### config.mk
export PLATFORM = sky130hd
export DESIGN_NAME = pose_linear_extrapolator_core
export DESIGN_NICKNAME = d
export VERILOG_FILES = /design/src/ple_pkg.sv /design/src/ple_scale_unit.sv /design/src/pose_linear_extrapolator_core.sv
export SDC_FILE = /design/constraint.sdc
export NUM_CORES = 2
export LEC_CHECK = 0
export CORE_MARGIN = 2
export CORE_UTILIZATION = 40
export CTS_CLUSTER_DIAMETER = 40
export DETAILED_ROUTE_END_ITERATION = 7
export DONT_BUFFER_PORTS = 1
export PLACE_DENSITY = 0.56
export SLEW_MARGIN = 20
export SYNTH_ARGS = -nofsm -noshare
export SYNTH_HDL_FRONTEND = slang
export SYNTH_HIERARCHICAL = 1
export SYNTH_SLANG_ARGS = --single-unit
### constraint.sdc
create_clock -name clk -period 20.2 [get_ports clk]
set_input_delay 1.01 -clock clk [delete_from_list [all_inputs] [get_ports clk]]
set_output_delay 1.01 -clock clk [all_outputs]
set_load 0.03 [all_outputs]
### src/ple_pkg.sv
// shared types and constants of the pose linear extrapolator
package ple_pkg;

  localparam int NUM_CH    = 6;
  localparam int NUM_ANGLE = 3;
  localparam int CH_W      = $clog2(NUM_CH);
  localparam int DIV_BITS  = 64;

  localparam logic ACT_PUSH  = 1'b0;
  localparam logic ACT_QUERY = 1'b1;

  localparam logic [31:0] MAX_HORIZON_RESET = 32'd100000;
  localparam logic [63:0] LIN_Q_LIMIT       = 64'h0000_0002_0000_0000;

  typedef struct packed {
    logic        start;
    logic [32:0] mag;
    logic [31:0] h;
    logic [63:0] dt;
  } ple_scale_req_t;

  typedef struct packed {
    logic        done;
    logic [63:0] q;
  } ple_scale_rsp_t;

endpackage

### src/ple_scale_unit.sv
// shared scale unit: round(mag * h / dt) by one multiply and a bit-serial divide
module ple_scale_unit
  import ple_pkg::*;
(
  input  logic           clk,
  input  logic           rst,
  input  ple_scale_req_t req,
  output ple_scale_rsp_t rsp
);

  localparam int CNT_W = $clog2(DIV_BITS);

  typedef enum logic [1:0] {U_IDLE, U_MUL, U_DIV, U_RND} ustate_t;

  ustate_t            ustate;
  logic [32:0]        mag_r;
  logic [31:0]        h_r;
  logic [63:0]        dt_r;
  logic [63:0]        quo;
  logic [63:0]        rem;
  logic [CNT_W-1:0]   cnt;
  logic               done;
  logic [63:0]        q_r;

  logic [63:0]        prod;
  logic [64:0]        rem_sh;
  logic [64:0]        rem_sub;
  logic               ge;
  logic               rnd_up;

  // mag <= 2^32 and h < 2^32, so the product fits in 64 bits
  assign prod    = 64'(mag_r) * 64'(h_r);
  assign rem_sh  = {rem, quo[63]};
  assign ge      = rem_sh >= {1'b0, dt_r};
  assign rem_sub = rem_sh - {1'b0, dt_r};
  // ties go away from zero: 2r >= dt
  assign rnd_up  = {rem, 1'b0} >= {1'b0, dt_r};

  always_ff @(posedge clk) begin
    if (rst) begin
      ustate <= U_IDLE;
      done   <= 1'b0;
      cnt    <= '0;
    end else begin
      done <= 1'b0;
      unique case (ustate)
        U_IDLE: begin
          if (req.start) begin
            mag_r  <= req.mag;
            h_r    <= req.h;
            dt_r   <= req.dt;
            ustate <= U_MUL;
          end
        end
        U_MUL: begin
          quo    <= prod;
          rem    <= '0;
          cnt    <= '0;
          ustate <= U_DIV;
        end
        U_DIV: begin
          rem <= ge ? rem_sub[63:0] : rem_sh[63:0];
          quo <= {quo[62:0], ge};
          cnt <= cnt + CNT_W'(1);
          if (cnt == CNT_W'(DIV_BITS - 1)) begin
            ustate <= U_RND;
          end
        end
        U_RND: begin
          q_r    <= quo + {63'b0, rnd_up};
          done   <= 1'b1;
          ustate <= U_IDLE;
        end
        default: ustate <= U_IDLE;
      endcase
    end
  end

  assign rsp.done = done;
  assign rsp.q    = q_r;

endmodule

### src/pose_linear_extrapolator_core.sv
// top level of the pose linear extrapolator: sample store, sequencer, output register
//
//  channel | dir | handshake         | payload
//  s_      | in  | s_tvalid/s_tready | tuser action; tdata time, pan, tilt, roll, x, y, z
//  m_      | out | m_tvalid/m_tready | tuser pose_valid; tdata six pose fields, sample_count
//  cfg_    | in  | cfg_wen           | cfg_wdata max_horizon_us
//
// a push is done in the idle state; a stored-pose query goes straight to the write step
// an extrapolating query runs six channels through the one scale unit, each by
// one multiply, a 64-bit bit-serial divide and a rounding step
// rst is synchronous; it clears the sample count and sets max_horizon_us to 100000
// s_tready is low while a query is in work; the output register lets the next
// item in while a result waits, a later query waits for the register to free up
module pose_linear_extrapolator_core
  import ple_pkg::*;
#(
  parameter int RING_CAPACITY = 16
) (
  input  logic         clk,
  input  logic         rst,
  input  logic         s_tvalid,
  output logic         s_tready,
  input  logic [255:0] s_tdata,   // time_us, pan_in, tilt_in, roll_in, x_in, y_in, z_in
  input  logic         s_tuser,   // action
  output logic         m_tvalid,
  input  logic         m_tready,
  output logic [199:0] m_tdata,   // pan_out, tilt_out, roll_out, x_out, y_out, z_out,
                                  // sample_count, zero fill
  output logic         m_tuser,   // pose_valid
  input  logic         cfg_wen,
  input  logic [31:0]  cfg_wdata
);

  localparam int CNT_W = $clog2(RING_CAPACITY + 1);

  typedef enum logic [1:0] {S_IDLE, S_START, S_WAIT, S_WRITE} state_t;

  state_t             state;
  logic [CNT_W-1:0]   count;
  logic [31:0]        max_horizon;
  logic [63:0]        nw_time;
  logic [63:0]        pv_time;
  logic [31:0]        nw_pose [NUM_CH];
  logic [31:0]        pv_pose [NUM_CH];
  logic [31:0]        res_pose [NUM_CH];
  logic               res_valid;
  logic [CH_W-1:0]    ch;
  logic [31:0]        h_r;
  logic [63:0]        dt_r;

  ple_scale_req_t     req;
  ple_scale_rsp_t     rsp;

  logic               s_accept;
  logic [31:0]        cnt32;
  logic [4:0]         sc;
  logic [63:0]        tq;
  logic [63:0]        hfull;
  logic [31:0]        h_clamp;
  logic               extrap;
  logic [31:0]        a1;
  logic [31:0]        a0;
  logic               is_angle;
  logic [31:0]        diff32;
  logic [32:0]        d33;
  logic               neg;
  logic [32:0]        mag;
  logic [31:0]        angle_res;
  logic [33:0]        qs;
  logic [35:0]        r36;
  logic [31:0]        lin_res;
  logic [191:0]       pose_word;

  assign s_tready = (state == S_IDLE);
  assign s_accept = s_tvalid && s_tready;
  assign cnt32    = 32'(count);
  assign sc       = (cnt32 > 32'd31) ? 5'd31 : cnt32[4:0];

  // query checks
  assign tq      = s_tdata[63:0];
  assign hfull   = tq - nw_time;
  assign h_clamp = (hfull > {32'b0, max_horizon}) ? max_horizon : hfull[31:0];
  assign extrap  = (cnt32 >= 32'd2) && (tq > nw_time) && (nw_time > pv_time);

  // per channel operands
  assign a1       = nw_pose[ch];
  assign a0       = pv_pose[ch];
  assign is_angle = ch < CH_W'(NUM_ANGLE);
  assign diff32   = a1 - a0;
  assign d33      = {a1[31], a1} - {a0[31], a0};

  always_comb begin
    if (is_angle) begin
      // short way round; the most negative step stays negative
      neg = diff32[31];
      mag = {1'b0, neg ? (~diff32 + 32'd1) : diff32};
    end else begin
      neg = d33[32];
      mag = neg ? (~d33 + 33'd1) : d33;
    end
  end

  assign angle_res = neg ? (a1 - rsp.q[31:0]) : (a1 + rsp.q[31:0]);
  assign qs        = (rsp.q > LIN_Q_LIMIT) ? LIN_Q_LIMIT[33:0] : rsp.q[33:0];
  assign r36       = neg ? ({{4{a1[31]}}, a1} - {2'b0, qs})
                         : ({{4{a1[31]}}, a1} + {2'b0, qs});

  always_comb begin
    if (r36[35:31] == 5'b00000 || r36[35:31] == 5'b11111) begin
      lin_res = r36[31:0];
    end else if (r36[35]) begin
      lin_res = 32'h8000_0000;
    end else begin
      lin_res = 32'h7FFF_FFFF;
    end
  end

  always_comb begin
    for (int i = 0; i < NUM_CH; i++) begin
      pose_word[32*i +: 32] = res_pose[i];
    end
  end

  assign req.start = (state == S_START);
  assign req.mag   = mag;
  assign req.h     = h_r;
  assign req.dt    = dt_r;

  ple_scale_unit u_scale (
    .clk (clk),
    .rst (rst),
    .req (req),
    .rsp (rsp)
  );

  always_ff @(posedge clk) begin
    if (rst) begin
      state       <= S_IDLE;
      count       <= '0;
      max_horizon <= MAX_HORIZON_RESET;
      m_tvalid    <= 1'b0;
      ch          <= '0;
    end else begin
      if (cfg_wen) begin
        max_horizon <= cfg_wdata;
      end
      // the write step sets m_tvalid itself
      if (m_tvalid && m_tready && state != S_WRITE) begin
        m_tvalid <= 1'b0;
      end
      unique case (state)
        S_IDLE: begin
          if (s_accept) begin
            if (s_tuser == ACT_PUSH) begin
              pv_time <= nw_time;
              nw_time <= tq;
              for (int i = 0; i < NUM_CH; i++) begin
                pv_pose[i] <= nw_pose[i];
                nw_pose[i] <= s_tdata[64 + 32*i +: 32];
              end
              if (cnt32 < 32'(RING_CAPACITY)) begin
                count <= count + CNT_W'(1);
              end
            end else begin
              h_r  <= h_clamp;
              dt_r <= nw_time - pv_time;
              ch   <= '0;
              if (count == '0) begin
                res_valid <= 1'b0;
                for (int i = 0; i < NUM_CH; i++) res_pose[i] <= '0;
                state <= S_WRITE;
              end else begin
                res_valid <= 1'b1;
                for (int i = 0; i < NUM_CH; i++) res_pose[i] <= nw_pose[i];
                state <= extrap ? S_START : S_WRITE;
              end
            end
          end
        end
        S_START: begin
          state <= S_WAIT;
        end
        S_WAIT: begin
          if (rsp.done) begin
            res_pose[ch] <= is_angle ? angle_res : lin_res;
            if (ch == CH_W'(NUM_CH - 1)) begin
              state <= S_WRITE;
            end else begin
              ch    <= ch + CH_W'(1);
              state <= S_START;
            end
          end
        end
        S_WRITE: begin
          if (!m_tvalid || m_tready) begin
            m_tvalid <= 1'b1;
            m_tdata  <= {3'b000, sc, pose_word};
            m_tuser  <= res_valid;
            state    <= S_IDLE;
          end
        end
        default: state <= S_IDLE;
      endcase
    end
  end

`ifndef SYNTHESIS
  a_count_cap: assert property (@(posedge clk) disable iff (rst)
    cnt32 <= 32'(RING_CAPACITY))
    else $error("sample count above ring capacity");

  a_push_count: assert property (@(posedge clk) disable iff (rst)
    (s_accept && s_tuser == ACT_PUSH && cnt32 < 32'(RING_CAPACITY))
      |=> (count == $past(count) + CNT_W'(1)))
    else $error("push did not advance the sample count");

  a_done_in_wait: assert property (@(posedge clk) disable iff (rst)
    rsp.done |-> (state == S_WAIT))
    else $error("scale result arrived outside a wait step");

  a_invalid_zero: assert property (@(posedge clk) disable iff (rst)
    (m_tvalid && !m_tuser) |-> (m_tdata[196:192] == 5'd0))
    else $error("invalid pose item with nonzero sample count");
`endif

endmodule

==> qor.yml <==
status:
  run_status: "completed"
synthesis:
  synth-simple-area-share_pct: 12.37
  synthXorXnorAreaFrac_pct: 3.480
  synthFlopType: "edfxtp_1"
  synth_top_area_share_pct: 37.95
  synthMuxAreaShare_pct: 2.817
  avgSynthCellArea_sq_um: 10.73
  synth_compound_area_share_pct: 10.94
  yosysSeqAreaShare_pct: 39.00
  synth_edf_count: 1320
  mappedNetlistArea_sq_um: 104500
  yosys.area_share.adder_pct: 24.98
  synth_cell_type_count: 102
  netlist_instances: 9739
  ys_top_cells_by_area: "edfxtp_1, fa_1, ha_1"
  synth_top_family_by_area: "adder cells"
  synthArstFlopShare_pct: 0
  synth_seq_cells: 1375
  yosysTopAreaCell: "edfxtp_1"
  synth_warnings: 6
timing:
  finalCritPeriodShare_pct: 58.34
  relSlewSlack_pct: 19.39
  fmax_mhz: 84.85
  final_hold_viol_count: 0
  period_needed_ns: 11.79
  drv_slew: 0
  setup_viol_count_final: 0
  finalClockSkew_ns: 0.06530
  rsz0062_at_grt: "false"
  finalSetupTns_ns: 0
  tightest_slew_ns: 1.209
floorplanning:
  die_height_um: 515.0
  core_area_sq_um: 259700
  die_area_sq_um: 265200
  initial_core_util_pct: 40.22
  die_w_um: 515.0
  rows: 187
  ios: 497
clock_network:
  clockRootBuffer: "clkbuf_16"
  post-cts-setup-buffer-count: 0
  clk_path_buf_depth: 3
  cts_buffers: 179
  clk_pin_slew_worst_paths_ns: 0.06
  cts_hold_buf: 0
  clk_latency_ns: 0.85
  cts.sinks: 1375
  cts_resized: 0
  h-tree-depth: 4
  cts_tree: "built"
drt:
  vias: 73309
  route.layer.met1.wl_mm: 140.5
  drc_errors: 0
  wl_per_cell_um: 24.59
  ant_nets: 0
  highest_layer: "met5"
  wl_mm: 323.8
  firstDrtPassIters: 5
  drt-initial-drc-count: 5837
  wl_met2_mm: 152.5
  dr_wl_met3_mm: 21.92
  vias_per_cell: 5.568
global_routing:
  overflow: 0
  grt_pass1_vias: 75628
  grt_usage_pct: 24.35
  grt_max_degree: 175
  grt_first_pass_wirelength_mm: 485.6
  antenna_found_initial: 51
setup_path:
  crit_path_top_delay_cell: "buf_4"
  arrival_ns: 12.49
  crit_path_frequent_cell: "buf_4"
  endpoint_kind: "flop"
  path_max_fanout: 52
  critPathRequiredTime_ns: 20.90
  path_class: "flop to flop"
  slowest_delay_ns: 0.83
  worst_setup_path_start_kind: "flop"
place:
  hpwlAfterDp_mm: 247.7
  port_buffers: 0
  place.gp.congestion: 0.9300
layout:
  fillers: 24303
  fin_util_pct: 44.07
  drive_above_1_share_pct: 6.352
  fin_nets: 11411
  syn_to_final_growth_pct: 9.577
  final_common_cell: "edfxtp_1"
  final_cell_mix: "edfxtp_1, inv_1, nand2_1, fa_1, ha_1"
flow_run:
  max_cap_violations: 0
min_path:
  min_path_type: "input port to flop"
## synthesized netlist by cell type (152+ instances only)
master,n
o21ai_0,379
nand2_1,1145
xnor2_1,263
nor2_1,352
inv_1,1316
and2_1,506
clkbuf_1,397
edfxtp_1,1320
a21o_1,192
xor2_1,152
a21oi_1,512
fa_1,931
ha_1,596
## cell families (layout without fill, tap and decap cells)
| logic type | after synthesis | in the layout |
|---|---|---|
| compound gates | 1759 | 1759 |
| xor+xnor | 415 | 415 |
| fa+ha+maj | 1527 | 1527 |
| buf+inv | 1763 | 1767 |
| flops | 1375 | 1375 |
| mux | 209 | 209 |
| other cells | 1 | 23 |
| simple gates | 2690 | 2690 |
## final cells by class
cell class	instances	area (sq um)	area share, %
Inverter	1317	4946	4.321
Clock buffer	194	4557	3.981
Tap cell	3402	4257	3.719
Multi-Input combinational cell	6603	57190	49.97
Sequential cell	1375	40750	35.60
Timing Repair Buffer	114	900.9	0.7871
Antenna cell	20	50.05	0.04373
Clock inverter	142	1803	1.575
## path summary, 6_finish.rpt
check | startpoint | to | slack (ns) | cells past startpoint
min | rst | count[2]$_SDFFE_PP0P_ | 0.22 | 1
min reg2reg | dt_r[4]$_DFFE_PP_ | u_scale/dt_r[4]$_DFFE_PP_ | 0.42 | 0
max | flop | res_pose[3][22]$_DFFE_PP_ | 8.41 | 32
max reg2reg | flop | res_pose[3][22]$_DFFE_PP_ | 8.41 | 32
## metal layers
layer,vias up,global-route usage (%)
li1,32980,-
met1,37394,33.22
met2,2461,39.69
met3,452,4.484
met4,22,6.663
met5,-,0
## registers in the layout (all words and copies together) (netlist names), 32 cells and up, named ones only
signal,count
nw_time,64
res_pose,192
u_scale/mag_r,33
pv_time,64
nw_pose,192
pv_pose,192
u_scale/dt_r,64
u_scale/h_r,32
u_scale/rem,64
u_scale/q_r,64
max_horizon,32
m_tdata,197
h_r,32
u_scale/quo,64
dt_r,64
## worst max-delay path, delay by kind of cell, from the launching register on
family                   cells  cell delay [ns]
AO/OA/AOI/OAI               15             4.13
AND/OR/NAND/NOR              8             3.00
buffers and inverters        4             1.96
flip-flops                   1             0.82
adder cells (fa/ha/maj)      2             0.67
multiplexers                 1             0.59
XOR/XNOR                     2             0.34
## per-stage QoR
step           hold slack (ns)  cells  setup WS (ns)  area [sq um]
2_1_floorplan           0.4003   9741          1.867        104500
3_3_place_gp            0.4001  12810          8.661        108000
3_5_place_dp            0.4045  12810          8.595        108000
4_1_cts                 0.1637  13146          8.542        114400
5_1_grt                 0.1824  13153          8.001        114400
6_report                0.2242  13167          8.415        114500
Power is not shown: default switching activity piles up to over one toggle a cycle in this logic, so the estimate is an artifact.
